--- src/sv/sorted_table_lower_bound_search_unit_assert.svh ---
// ----------------------------------------------------------------------------
// Assertion macros for the sorted table lower-bound search unit
// Concurrent checks clocked on aclk and held off while aresetn is low.
// ----------------------------------------------------------------------------
`ifndef SORTED_TABLE_LOWER_BOUND_SEARCH_UNIT_ASSERT_SVH
`define SORTED_TABLE_LOWER_BOUND_SEARCH_UNIT_ASSERT_SVH

`ifndef SYNTHESIS

// The condition must hold at every clock edge outside reset.
`define STLB_ASSERT_ALWAYS(label, cond) \
    label: assert property (@(posedge aclk) disable iff (!aresetn) (cond)) \
        else $error("stlb: invariant violated");

// Whenever the trigger holds, the consequence must hold in the same cycle.
`define STLB_ASSERT_IMPLY(label, trig, cons) \
    label: assert property (@(posedge aclk) disable iff (!aresetn) (trig) |-> (cons)) \
        else $error("stlb: implication violated");

`else

`define STLB_ASSERT_ALWAYS(label, cond)
`define STLB_ASSERT_IMPLY(label, trig, cons)

`endif

`endif

--- src/sv/stlb_pkg.sv ---
// ----------------------------------------------------------------------------
// stlb_pkg
// Shared constants and types of the sorted table lower-bound search unit.
// ----------------------------------------------------------------------------
`timescale 1ns / 1ps

package stlb_pkg;

    localparam int TABLE_DEPTH = 1024;
    localparam int KEY_W       = 64;
    localparam int ADDR_W      = $clog2(TABLE_DEPTH);
    localparam int POS_W       = 11;
    localparam int INDEX_W     = 10;

    localparam int S_TDATA_W   = 80;
    localparam int M_TDATA_W   = 16;

    localparam logic [POS_W-1:0] DEPTH_POS = POS_W'(TABLE_DEPTH);

    typedef enum logic {
        OP_WRITE  = 1'b0,
        OP_SEARCH = 1'b1
    } op_t;

    typedef enum logic [2:0] {
        ST_IDLE,
        ST_FIRST,
        ST_LAST,
        ST_PROBE,
        ST_FINAL,
        ST_RESP
    } state_t;

    typedef struct packed {
        logic             valid;
        logic [POS_W-1:0] position;
        logic             found;
    } result_t;

endpackage

--- src/sv/stlb_seq.sv ---
// ----------------------------------------------------------------------------
// stlb_seq
// Search sequencer: boundary checks, then a bisection that issues one table
// read per cycle and feeds every read word through one shared comparator.
// ----------------------------------------------------------------------------
`timescale 1ns / 1ps
`include "sorted_table_lower_bound_search_unit_assert.svh"

module stlb_seq (
    input  logic                           aclk,
    input  logic                           aresetn,
    input  logic                           start,
    input  logic [stlb_pkg::KEY_W-1:0]     key,
    input  logic [stlb_pkg::POS_W-1:0]     table_size,
    output logic                           ready,
    output logic [stlb_pkg::ADDR_W-1:0]    rd_addr,
    input  logic [stlb_pkg::KEY_W-1:0]     rd_data,
    output stlb_pkg::result_t              result,
    input  logic                           result_ready
);

    stlb_pkg::state_t state_reg, state_next;

    logic [stlb_pkg::KEY_W-1:0] key_reg;
    logic [stlb_pkg::POS_W-1:0] n_reg, n_next;
    logic [stlb_pkg::POS_W-1:0] lo_reg, lo_next;
    logic [stlb_pkg::POS_W-1:0] hi_reg, hi_next;
    logic [stlb_pkg::POS_W-1:0] mid_reg, mid_next;
    logic [stlb_pkg::POS_W-1:0] pos_reg, pos_next;
    logic                       found_reg, found_next;

    logic                       key_gt;
    logic                       key_eq;
    logic [stlb_pkg::POS_W-1:0] n_clamp;
    logic [stlb_pkg::POS_W-1:0] probe_lo;
    logic [stlb_pkg::POS_W-1:0] probe_hi;
    logic [stlb_pkg::POS_W:0]   probe_sum;
    logic [stlb_pkg::POS_W-1:0] probe_mid;
    logic                       probe_more;
    logic                       first_more;

    // The shared compare unit: key against the word read last cycle.
    assign key_gt = key_reg > rd_data;
    assign key_eq = key_reg == rd_data;

    assign n_clamp = (table_size > stlb_pkg::DEPTH_POS) ? stlb_pkg::DEPTH_POS : table_size;

    // One bisection step: narrow the window, then pick the next probe point.
    always_comb begin
        probe_lo   = key_gt ? mid_reg : lo_reg;
        probe_hi   = key_gt ? hi_reg : mid_reg + stlb_pkg::POS_W'(1);
        probe_sum  = {1'b0, probe_lo} + {1'b0, probe_hi};
        probe_mid  = probe_sum[stlb_pkg::POS_W:1];
        probe_more = (probe_hi - probe_lo) > stlb_pkg::POS_W'(2);
    end

    // The first window is [0, n); its midpoint is also the final point when
    // the window is already narrow.
    assign first_more = n_reg > stlb_pkg::POS_W'(2);

    always_comb begin
        state_next = state_reg;
        case (state_reg)
            stlb_pkg::ST_IDLE: begin
                if (start) begin
                    state_next = (n_clamp == '0) ? stlb_pkg::ST_RESP : stlb_pkg::ST_FIRST;
                end
            end
            stlb_pkg::ST_FIRST: begin
                state_next = key_gt ? stlb_pkg::ST_LAST : stlb_pkg::ST_RESP;
            end
            stlb_pkg::ST_LAST: begin
                if (key_gt) begin
                    state_next = stlb_pkg::ST_RESP;
                end else begin
                    state_next = first_more ? stlb_pkg::ST_PROBE : stlb_pkg::ST_FINAL;
                end
            end
            stlb_pkg::ST_PROBE: begin
                state_next = probe_more ? stlb_pkg::ST_PROBE : stlb_pkg::ST_FINAL;
            end
            stlb_pkg::ST_FINAL: begin
                state_next = stlb_pkg::ST_RESP;
            end
            stlb_pkg::ST_RESP: begin
                if (result_ready) begin
                    state_next = stlb_pkg::ST_IDLE;
                end
            end
            default: begin
                state_next = stlb_pkg::ST_IDLE;
            end
        endcase
    end

    always_comb begin
        n_next     = n_reg;
        lo_next    = lo_reg;
        hi_next    = hi_reg;
        mid_next   = '0;
        pos_next   = pos_reg;
        found_next = found_reg;
        case (state_reg)
            stlb_pkg::ST_IDLE: begin
                n_next     = n_clamp;
                pos_next   = '0;
                found_next = 1'b0;
            end
            stlb_pkg::ST_FIRST: begin
                mid_next   = n_reg - stlb_pkg::POS_W'(1);
                pos_next   = '0;
                found_next = key_eq;
            end
            stlb_pkg::ST_LAST: begin
                lo_next    = '0;
                hi_next    = n_reg;
                mid_next   = {1'b0, n_reg[stlb_pkg::POS_W-1:1]};
                pos_next   = n_reg;
                found_next = 1'b0;
            end
            stlb_pkg::ST_PROBE: begin
                lo_next  = probe_lo;
                hi_next  = probe_hi;
                mid_next = probe_mid;
            end
            stlb_pkg::ST_FINAL: begin
                pos_next   = mid_reg;
                found_next = key_eq;
            end
            stlb_pkg::ST_RESP: begin
                mid_next = '0;
            end
            default: begin
                mid_next = '0;
            end
        endcase
    end

    always_comb begin
        ready           = state_reg == stlb_pkg::ST_IDLE;
        rd_addr         = mid_next[stlb_pkg::ADDR_W-1:0];
        result.valid    = state_reg == stlb_pkg::ST_RESP;
        result.position = pos_reg;
        result.found    = found_reg;
    end

    always_ff @(posedge aclk) begin
        if (!aresetn) begin
            state_reg <= stlb_pkg::ST_IDLE;
        end else begin
            state_reg <= state_next;
        end
    end

    always_ff @(posedge aclk) begin
        if (start) begin
            key_reg <= key;
        end
        n_reg     <= n_next;
        lo_reg    <= lo_next;
        hi_reg    <= hi_next;
        mid_reg   <= mid_next;
        pos_reg   <= pos_next;
        found_reg <= found_next;
    end

    `STLB_ASSERT_IMPLY(a_start_when_idle, start, state_reg == stlb_pkg::ST_IDLE)
    `STLB_ASSERT_IMPLY(a_probe_window, state_reg == stlb_pkg::ST_PROBE,
        (hi_reg > lo_reg) && ((hi_reg - lo_reg) > stlb_pkg::POS_W'(2)))
    `STLB_ASSERT_IMPLY(a_read_in_table,
        (state_reg == stlb_pkg::ST_FIRST) || (state_reg == stlb_pkg::ST_LAST) ||
        (state_reg == stlb_pkg::ST_PROBE) || (state_reg == stlb_pkg::ST_FINAL),
        mid_reg < n_reg)
    `STLB_ASSERT_IMPLY(a_result_bounded, result.valid,
        (result.position <= n_reg) && (!result.found || (result.position < n_reg)))

endmodule

--- config.mk ---
export PLATFORM = sky130hd
export DESIGN_NAME = stlb_seq
export DESIGN_NICKNAME = d
export VERILOG_FILES = /design/src/sv/stlb_pkg.sv /design/src/sv/stlb_seq.sv
export VERILOG_INCLUDE_DIRS = /design/src /design/src/sv
export SDC_FILE = /design/constraint.sdc
export NUM_CORES = 1
export LEC_CHECK = 0
export ABC_AREA = 1
export BUFFER_PORTS_ARGS = -buffer_cell sky130_fd_sc_hd__buf_2
export CAP_MARGIN = 10
export CORE_MARGIN = 2
export CORE_UTILIZATION = 50
export CTS_BUF_LIST = sky130_fd_sc_hd__clkbuf_8
export CTS_CLUSTER_DIAMETER = 40
export DETAILED_ROUTE_END_ITERATION = 10
export GPL_TIMING_DRIVEN = 0
export MAX_ROUTING_LAYER = met4
export PLACE_DENSITY = 0.77
export SETUP_SLACK_MARGIN = 0.15
export SLEW_MARGIN = 20
export SYNTH_ARGS = -nofsm -noshare
export SYNTH_HDL_FRONTEND = slang
export SYNTH_SLANG_ARGS = --single-unit
--- constraint.sdc ---
create_clock -name aclk -period 4.1 [get_ports aclk]
set_input_delay 0.41 -clock aclk [delete_from_list [all_inputs] [get_ports aclk]]
set_output_delay 0.41 -clock aclk [all_outputs]
set_load 0.005 [all_outputs]
==> flow_metrics.tcl, run 1 <==
set metrics [dict create \
    reg2reg_to "state_reg[0]$_SDFFE_PN0P_" \
    grt_max_degree 66 \
    numCtsBuffers 17 \
    htreeDepth 4 \
    outcome "complete, but fails checks" \
    crit_path_top_delay_cell "edfxtp_1" \
    crit_chain "ha_4 > nand4_1 > nor3_2 > nand2_1 > nor3b_2 > nand2_1 > nand2_2 > nand2_4 > buf_8 > buf_12 > nand3_4 > nand2_4 > ha_4 > buf_8 > clkinvlp_4 > nor4_4 > a21oi_2 > or2_4 > a21oi_4 > a21oi_2 > o21ai_2 > nand3_2 > buf_4 > buf_2" \
    die_h_um 129 \
    ys_seq_elements 123 \
    cts_tree "yes" \
    clock-sinks 123 \
    violations "negative setup slack" \
    start_util_pct 51.2 \
    drive_gt1_share_pct 34.3 \
    final_common_cell "buf_2" \
    place_ws_ns -0.655 \
    cp_data_arrival_time_ns 4.57 \
    finalClockSkew_ns 0.0155 \
    layout.nets 1349 \
    hold_viol 0 \
    worst_slack_ns -0.883 \
    gp_congestion 0.924 \
    cellLeakagePower_nw 4.90 \
    die_w_um 129 \
    power_mw 5.55 \
    worstMarginPinSlew_ns 1.02 \
    cpPeakStageDelay_ns 0.41 \
    ys_warn_count 0 \
    drt_iter0_drc 642 \
    post_dp_cell_area_um2 8900 \
    path_max_fanout 4 \
    fin_crit_ns 4.98 \
    r2r_slack_ns -0.17 \
    hold_depth 1 \
    clk_latency_ns 0.46 \
    clk_pin_slew_worst_paths_ns 0.07 \
    power_density_nw_per_um2 530 \
    grt_pass1_wl_um 33000 \
    totalWireLength_um 22000 \
    synth_edf_count 109 \
    reg2reg_depth 26 \
    wire_per_inst_um 16.7 \
    grt_usage_pct 26.8 \
    mostFrequentLayoutCells "158 x buf_2, 151 x inv_1, 145 x nand2_1, 109 x edfxtp_1, 74 x ha_1" \
    dp_hpwl_um 14600 \
    drv_cap 0 \
    fill_cells 1101 \
    tns_ns -6.62 \
    seq_area_frac_synth_pct 45.6 \
    whs_ns 0.125 \
    clock_tree.buffer_depth 2 \
    finalSetupViolCount 14 \
    maxSlewHeadroom_pct 32.0 \
    ir_drop_v 0.000467 \
    core_um2 15200 \
    antenna_found_initial 1 \
    first_pass_iters 6 \
    largest_reg_flops 64 \
    hp-class "in2reg" \
    drc 0 \
    whs_endpoint "key_reg[41]$_DFFE_PP_" \
    fmax_mhz 201 \
    grt_overflow 0 \
    die_area_um2 16600 \
    syn_nets 1107 \
    std_cell_rows 45 \
    worstSetupPathType "reg2out" \
    slew_viol_final 0 \
    finish.instance_area_um2 10500 \
    ys_types 41 \
    min-delay-start "key[41]" \
    area_delta_synth_final_pct 34.5 \
    via_per_inst 5.38 \
    grt_pass1_vias 6880 \
    ioPinCount 167 \
    netlist_instances 874 \
    startpoint_type "flop" \
    rsz0062_at_grt "yes" \
    r2r-start "key_reg[62]$_DFFE_PP_" \
    antenna_left 0 \
    synthArstFlopShare_pct 0 \
    crit_required_ns 3.69 \
    cts_root_buf "clkbuf_8" \
    synth.cell_area_um2 7790 \
    end_kind "output pin" \
    avgSynthCellArea_um2 8.91 \
    numPortBuffers 166 \
    period_share_pct 122 \
    synthFlopType "edfxtp_1" \
    vias 7091 \
]
## layer usage
metal	global-route usage (%)	up-vias	routed length [um]
met1	30.6	3191	8430
met5	-	-	0
met4	11.9	0	909
li1	-	3388	-
met2	44.6	402	10600
met3	6.74	110	2060
## critical path, delay by kind of cell (launching register included)
kind | cells | cell delay, ns
AO/OA/AOI/OAI | 4 | 0.49
flip-flops | 1 | 0.41
buffers and inverters | 6 | 0.75
AND/OR/NAND/NOR | 12 | 1.90
adder cells (fa/ha/maj) | 2 | 0.56
## per-stage QoR
stage	utilization, %	std cells
after floorplan	-	874
after global placement	58.4	1228
after detailed placement	58.6	1230
after CTS	66.2	1300
after global routing	68.9	1318
final	68.9	1318
## synthesized netlist by cell type, drive strengths merged, types with 2 or more instances
| cell type | number | share of area [%] |
|---|---|---|
| nand4 | 16 | 1.3 |
| nor2 | 84 | 4.0 |
| inv | 167 | 8.1 |
| o221ai | 5 | 0.64 |
| o21ai | 56 | 3.8 |
| fa | 2 | 0.51 |
| o21bai | 2 | 0.19 |
| ha | 88 | 14 |
| o211ai | 6 | 0.58 |
| buf | 17 | 1.7 |
| o21a | 3 | 0.29 |
| o22ai | 4 | 0.32 |
| nor4 | 3 | 0.24 |
| nor3 | 13 | 0.96 |
| nand3 | 32 | 2.1 |
| xnor2 | 2 | 0.23 |
| a21oi | 68 | 5.3 |
| nand2 | 154 | 7.5 |
| edfxtp | 109 | 42 |
| xor2 | 10 | 1.1 |
| a31oi | 2 | 0.16 |
| clkbuf | 11 | 0.56 |
| dfxtp | 14 | 3.6 |
## timing repair
action / CTS / global route
hold buffers: 0 / 0
endpoints found under the setup margin: 16 / 18
resized for setup: 95 / 57
setup buffers: 37 / 17
pin swaps: 40 / 47
gates cloned: 1 / 0
## layout make-up
| type | count | area, um^2 | area share (%) |
|---|---|---|---|
| Antenna cell | 1 | 2.50 | 0.0239 |
| Buffer | 28 | 231 | 2.21 |
| Clock buffer | 17 | 234 | 2.23 |
| Clock inverter | 15 | 199 | 1.90 |
| Inverter | 167 | 637 | 6.08 |
| Multi-Input combinational cell | 556 | 3990 | 38.1 |
| Sequential cell | 123 | 3550 | 33.9 |
| Tap cell | 188 | 235 | 2.25 |
| Timing Repair Buffer | 223 | 1390 | 13.3 |
## kinds of logic after synthesis
logic type      after synthesis  share of synthesized area (%)
xor+xnor                     12                           1.35
simple gates                305                           16.4
buf+inv                     195                           10.3
compound gates              149                           11.6
flops                       123                           45.6
fa+ha+maj                    90                           14.7
## power by group
group          internal (mW)  switching, mW  leakage (nW)
registers               1.62          0.136          1.20
clock network          0.660          0.526         0.204
logic                   1.13           1.48          3.50
## worst max-delay path by stage
stage / from / to / slack, ns / cells after the start
floorplan: rd_data[63] / rd_addr[7] / 0.15 / 24
global placement: rd_data[63] / rd_addr[7] / -0.61 / 23
detailed placement: rd_data[63] / rd_addr[7] / -0.66 / 26
CTS: key_reg[63]$_DFFE_PP_ / rd_addr[7] / -0.66 / 24
global route: key_reg[61]$_DFFE_PP_ / rd_addr[7] / -1.12 / 24
finish: key_reg[62]$_DFFE_PP_ / rd_addr[7] / -0.88 / 24
Power figures use the tool's default switching activity.
==> run 2: changes to the inputs <==
- CORE_UTILIZATION: 50 -> 35
- PLACE_DENSITY: 0.77 -> not set
- SKIP_CTS_REPAIR_TIMING: not set -> 1
==> flow_metrics.tcl, run 2 (synthesis gave the netlist of run 1 again) <==
set metrics [dict create \
    drive_gt1_share_pct 29.0 \
    clock-sinks 123 \
    reg2reg_depth 26 \
    finalSetupViolCount 13 \
    r2r_slack_ns -0.08 \
    final_cells 1377 \
    min-delay-start "key[39]" \
    fin_crit_ns 4.88 \
    r2r-start "key_reg[63]$_DFFE_PP_" \
    clk_pin_slew_worst_paths_ns 0.09 \
    drv_cap 0 \
    wire_per_inst_um 14.8 \
    cp_data_arrival_time_ns 4.47 \
    outcome "complete, but fails checks" \
    std_cell_rows 54 \
    startpoint_type "flop" \
    cellLeakagePower_nw 4.72 \
    drc 0 \
    htreeDepth 4 \
    power_mw 5.08 \
    grt_pass1_wl_um 31800 \
    seq_power_share_pct 34.3 \
    cts_root_buf "clkbuf_8" \
    utilization_pct 45.9 \
    fill_cells 2137 \
    finalClockSkew_ns 0.0177 \
    first_pass_iters 7 \
    antenna_left 0 \
    hp-class "in2reg" \
    cts_tree "yes" \
    whs_ns 0.126 \
    clk_latency_ns 0.45 \
    whs_endpoint "key_reg[39]$_DFFE_PP_" \
    ioPinCount 167 \
    antenna_found_initial 1 \
    numCtsBuffers 17 \
    slew_viol_final 0 \
    grt_pass1_vias 6387 \
    grt_overflow 0 \
    die_w_um 153 \
    path_max_fanout 11 \
    end_kind "output pin" \
    hold_depth 1 \
    worstMarginPinSlew_ns 0.996 \
    maxSlewHeadroom_pct 33.5 \
    fmax_mhz 205 \
    grt_usage_pct 17.9 \
    multiInputGateArea_um2 3750 \
    worstSetupPathType "reg2out" \
    final_common_cell "buf_2" \
    drt_iter0_drc 400 \
    hold_viol 0 \
    core_um2 21800 \
    place_ws_ns -0.861 \
    worst_slack_ns -0.777 \
    largest_reg_flops 64 \
    clock_tree.buffer_depth 2 \
    mostFrequentLayoutCells "165 x buf_2, 158 x inv_1, 144 x nand2_1, 109 x edfxtp_1, 81 x ha_1" \
    layout.nets 1316 \
    start_util_pct 35.7 \
    vias 6541 \
    power_switching_mw 1.91 \
    period_share_pct 119 \
    ir_drop_v 0.000369 \
    rsz0062_at_grt "yes" \
    crit_required_ns 3.69 \
    switching_share_pct 37.7 \
    die_h_um 153 \
    reg2reg_to "state_reg[1]$_SDFFE_PN0P_" \
    grt_max_degree 55 \
    comb_power_share_pct 42.0 \
    gp_congestion 0.901 \
    totalWireLength_um 20400 \
    numPortBuffers 166 \
    dp_hpwl_um 15700 \
    violations "negative setup slack" \
    p_int_mw 3.17 \
    regArea_um2 3550 \
    dp_cells 1323 \
    die_area_um2 23500 \
    pwr-share-clk_pct 23.7 \
    power_density_nw_per_um2 507 \
    via_per_inst 4.75 \
    area_delta_synth_final_pct 28.6 \
]
==> run 2: changes by cell type in the layout (fill, tap and decap cells not counted), moves of 7 or more <==
cell,before,now
buf_4,56,35
inv_1,151,158
buf_6,20,2
ha_1,74,81
buf_2,158,165
ha_4,14,5
==> run 2: power by group through the flow <==
stage	registers, mW	logic (mW)	clock network (mW)
after detailed placement	1.76	1.78	0
after global routing	1.77	2.38	1.29
after global placement	1.76	1.75	0
after CTS	1.74	1.79	1.23
final	1.74	2.13	1.20
after floorplan	1.73	1.23	0
==> run 2: area by class of cell <==
cell class,instances,share of cell area (%)
multi-input cells,556,37.5
flip-flops and latches,123,35.5
repair buffers,190,10.5
inverters,167,6.33
well taps,280,3.50
clock buffers,18,2.47
plain buffers,28,2.22
clock inverters,14,1.96
diodes,1,0.0250
==> run 2: metal layers <==
layer,vias to the layer above,wire [um],GRT usage [%]
met5,-,0,-
met4,0,375,5.69
met3,32,1250,4.39
met2,224,9900,29.6
met1,2955,8840,21.6
li1,3330,-,-
==> run 2: how the worst max path moves through the flow <==
stage / startpoint / end / slack (ns) / cells after the start
final: key_reg[63]$_DFFE_PP_ / rd_addr[7] / -0.78 / 23
after global routing: key_reg[63]$_DFFE_PP_ / rd_addr[7] / -1.05 / 24
after CTS: key_reg[55]$_DFFE_PP_ / rd_addr[8] / -1.19 / 22
after detailed placement: rd_data[63] / rd_addr[8] / -0.86 / 24
after global placement: rd_data[62] / rd_addr[8] / -0.84 / 25
after floorplan: rd_data[63] / rd_addr[7] / 0.15 / 24
==> run 2: worst max-delay path: stages, from the launching register on <==
cell	delay [ns]
edfxtp_1	0.42
ha_4	0.29
nand4_1	0.16
nor3_2	0.19
nand2_2	0.11
nor3b_4	0.25
nand2_2	0.11
nand2_2	0.10
nand2_4	0.07
buf_12	0.16
buf_12	0.14
nand2_4	0.06
o21ai_4	0.07
ha_4	0.30
clkinvlp_4	0.12
nor4_4	0.33
a21oi_2	0.10
or2_4	0.24
a21oi_2	0.14
a21oi_1	0.09
o21ai_1	0.13
nand3_1	0.16
buf_4	0.17
buf_2	0.12
==> run 2: through the flow <==
| step | TNS, ns | area [um^2] |
|---|---|---|
| 2_1_floorplan | 0 | 7820 |
| 3_3_place_gp | -7.13 | 9000 |
| 3_5_place_dp | -7.73 | 9050 |
| 4_1_cts | -10.02 | 9500 |
| 5_1_grt | -8.32 | 10000 |
| 6_report | -4.68 | 10000 |
==> run 3: changes to the inputs <==
- ABC_AREA: 1 -> not set
==> flow_metrics.tcl, run 3 <==
set metrics [dict create \
    totalWireLength_um 20300 \
    dp_hpwl_um 15200 \
    utilization_pct 47.2 \
    drc 0 \
    syn_nets 957 \
    synth_edf_count 109 \
    cts_root_buf "clkbuf_8" \
    gp_congestion 0.861 \
    layout.nets 1173 \
    clk_latency_ns 0.45 \
    fin_crit_ns 5.55 \
    outcome "complete, but fails checks" \
    drt_iter0_drc 415 \
    clock-sinks 123 \
    synthArstFlopShare_pct 0 \
    end_kind "output pin" \
    final_common_cell "buf_2" \
    startpoint_type "flop" \
    synth_top_area_share_pct 42.1 \
    cts_tree "yes" \
    cellLeakagePower_nw 4.54 \
    yosysMostFrequentCell "edfxtp_1" \
    core_um2 21800 \
    clock_tree.buffer_depth 2 \
    clk_pin_slew_worst_paths_ns 0.07 \
    grt_usage_pct 17.4 \
    ir_drop_v 0.000323 \
    rsz0062_at_grt "yes" \
    ys_top_cells_by_count "109 x edfxtp_1, 90 x inv_1, 88 x ha_1, 50 x nor2_1, 43 x a21oi_1" \
    ioPinCount 167 \
    finalSetupViolCount 19 \
    htreeDepth 4 \
    violations "negative setup slack" \
    hp-class "in2reg" \
    start_util_pct 35.6 \
    area_delta_synth_final_pct 32.4 \
    antenna_left 0 \
    worst_slack_ns -1.45 \
    finalClockSkew_ns 0.0164 \
    place_ws_ns -1.58 \
    first_pass_iters 5 \
    whs_ns 0.133 \
    die_w_um 153 \
    ys_types 65 \
    grt_max_degree 55 \
    std_cell_rows 54 \
    worstMarginPinSlew_ns 0.772 \
    die_area_um2 23400 \
    antenna_found_initial 2 \
    path_max_fanout 5 \
    synth.cell_area_um2 7770 \
    grt_pass1_vias 5891 \
    netlist_instances 724 \
    cp_data_arrival_time_ns 5.14 \
    worstSetupPathType "reg2out" \
    slew_viol_final 0 \
    vias 6182 \
    numPortBuffers 166 \
    ys_seq_elements 123 \
    power_density_nw_per_um2 529 \
    maxSlewHeadroom_pct 48.5 \
    die_h_um 153 \
    seq_area_frac_synth_pct 45.7 \
    hold_viol 0 \
    crit_required_ns 3.69 \
    grt_pass1_wl_um 31100 \
    drive_gt1_share_pct 37.8 \
    synth.area.top_cells "edfxtp_1 42%, ha_1 14%, inv_1 4.3%" \
    drv_cap 0 \
    yosysTopAreaCell "edfxtp_1" \
    synthFlopType "edfxtp_1" \
    wire_per_inst_um 16.5 \
    avgSynthCellArea_um2 10.7 \
    power_mw 5.44 \
    fmax_mhz 180 \
    grt_overflow 0 \
    via_per_inst 5.01 \
    period_share_pct 135 \
    ys_warn_count 0 \
    numCtsBuffers 17 \
    mostFrequentLayoutCells "161 x buf_2, 109 x edfxtp_1, 79 x inv_1, 62 x ha_1, 49 x nor2_1" \
    largest_reg_flops 64 \
]
-- run 3: changes by cell type in the layout (fill, tap and decap cells not counted), moves of 17 or more --
cell and delta:
nand2_1 -109, inv_1 -79, nor2_1 -29, ha_4 +20
o21ai_0 -20, a21oi_1 -19, ha_1 -19, mux2_2 +18
o21ai_1 -17
-- run 3: worst max-delay path, stage by stage, from the launching register on --
cell and delay, ns:
edfxtp_1 0.43, ha_4 0.30, nand4_4 0.12, nor4_4 0.36
and3_4 0.25, nor3b_4 0.19, a311oi_2 0.08, a21boi_2 0.19
buf_6 0.15, buf_12 0.14, buf_12 0.13, mux2i_4 0.25
inv_2 0.07, ha_4 0.27, buf_8 0.09, nor2b_4 0.13
o21ai_2 0.07, a21boi_2 0.18, o21ai_2 0.08, a21oi_2 0.20
a31oi_2 0.13, or4_1 0.51, nand3_2 0.13, buf_4 0.12
buf_2 0.09
-- run 3: final cells by class --
cell class	count	area (um^2)
buffer	37	238
multi-input combinational	474	4270
fill	2048	11500
clock buffer	17	234
antenna	2	5.00
tap	280	350
timing repair buffer	197	1150
sequential	123	3550
inverter	90	358
clock inverter	14	138
-- run 3: report_power, final --
group	total [mW]	internal, mW	switching (mW)
Clock	1.04	0.577	0.464
Sequential	1.86	1.65	0.218
Combinational	2.54	1.21	1.33
Total	5.44	3.43	2.01
-- run 3: cells by family after synthesis --
logic type | after synthesis | synth area share (%)
mux | 38 | 5.60
compound gates | 125 | 10.5
simple gates | 191 | 12.9
fa+ha+maj | 90 | 14.7
buf+inv | 127 | 7.18
flops | 123 | 45.7
xor+xnor | 30 | 3.38
-- run 3: metal layers --
metal | vias up | global-route usage, % | part of all wire [%]
met2 | 202 | 26.7 | 47
met5 | - | - | 0
li1 | 3033 | - | -
met1 | 2921 | 22.9 | 46
met4 | 0 | 5.86 | 1.9
met3 | 26 | 3.71 | 5.5
-- run 3: worst paths after layout --
kind              cells after the start                         to  slack (ns)                     from
hold / removal                        1      key_reg[51]$_DFFE_PP_        0.13                  key[51]
setup / recovery                     24                 rd_addr[9]       -1.45    key_reg[54]$_DFFE_PP_
hold reg to reg                       2    lo_reg[3]$_SDFFCE_PP0P_        0.64  lo_reg[3]$_SDFFCE_PP0P_
setup reg to reg                     21  state_reg[0]$_SDFFE_PN0P_       -1.18    key_reg[54]$_DFFE_PP_
-- run 3: per-stage QoR --
stage	instance area (um^2)	cells	TNS (ns)
after floorplan	8030	724	-2.50
after global placement	9210	1170	-20.83
after detailed placement	9280	1173	-21.07
after CTS	9660	1204	-22.68
after global routing	10300	1234	-19.89
final	10300	1234	-14.99
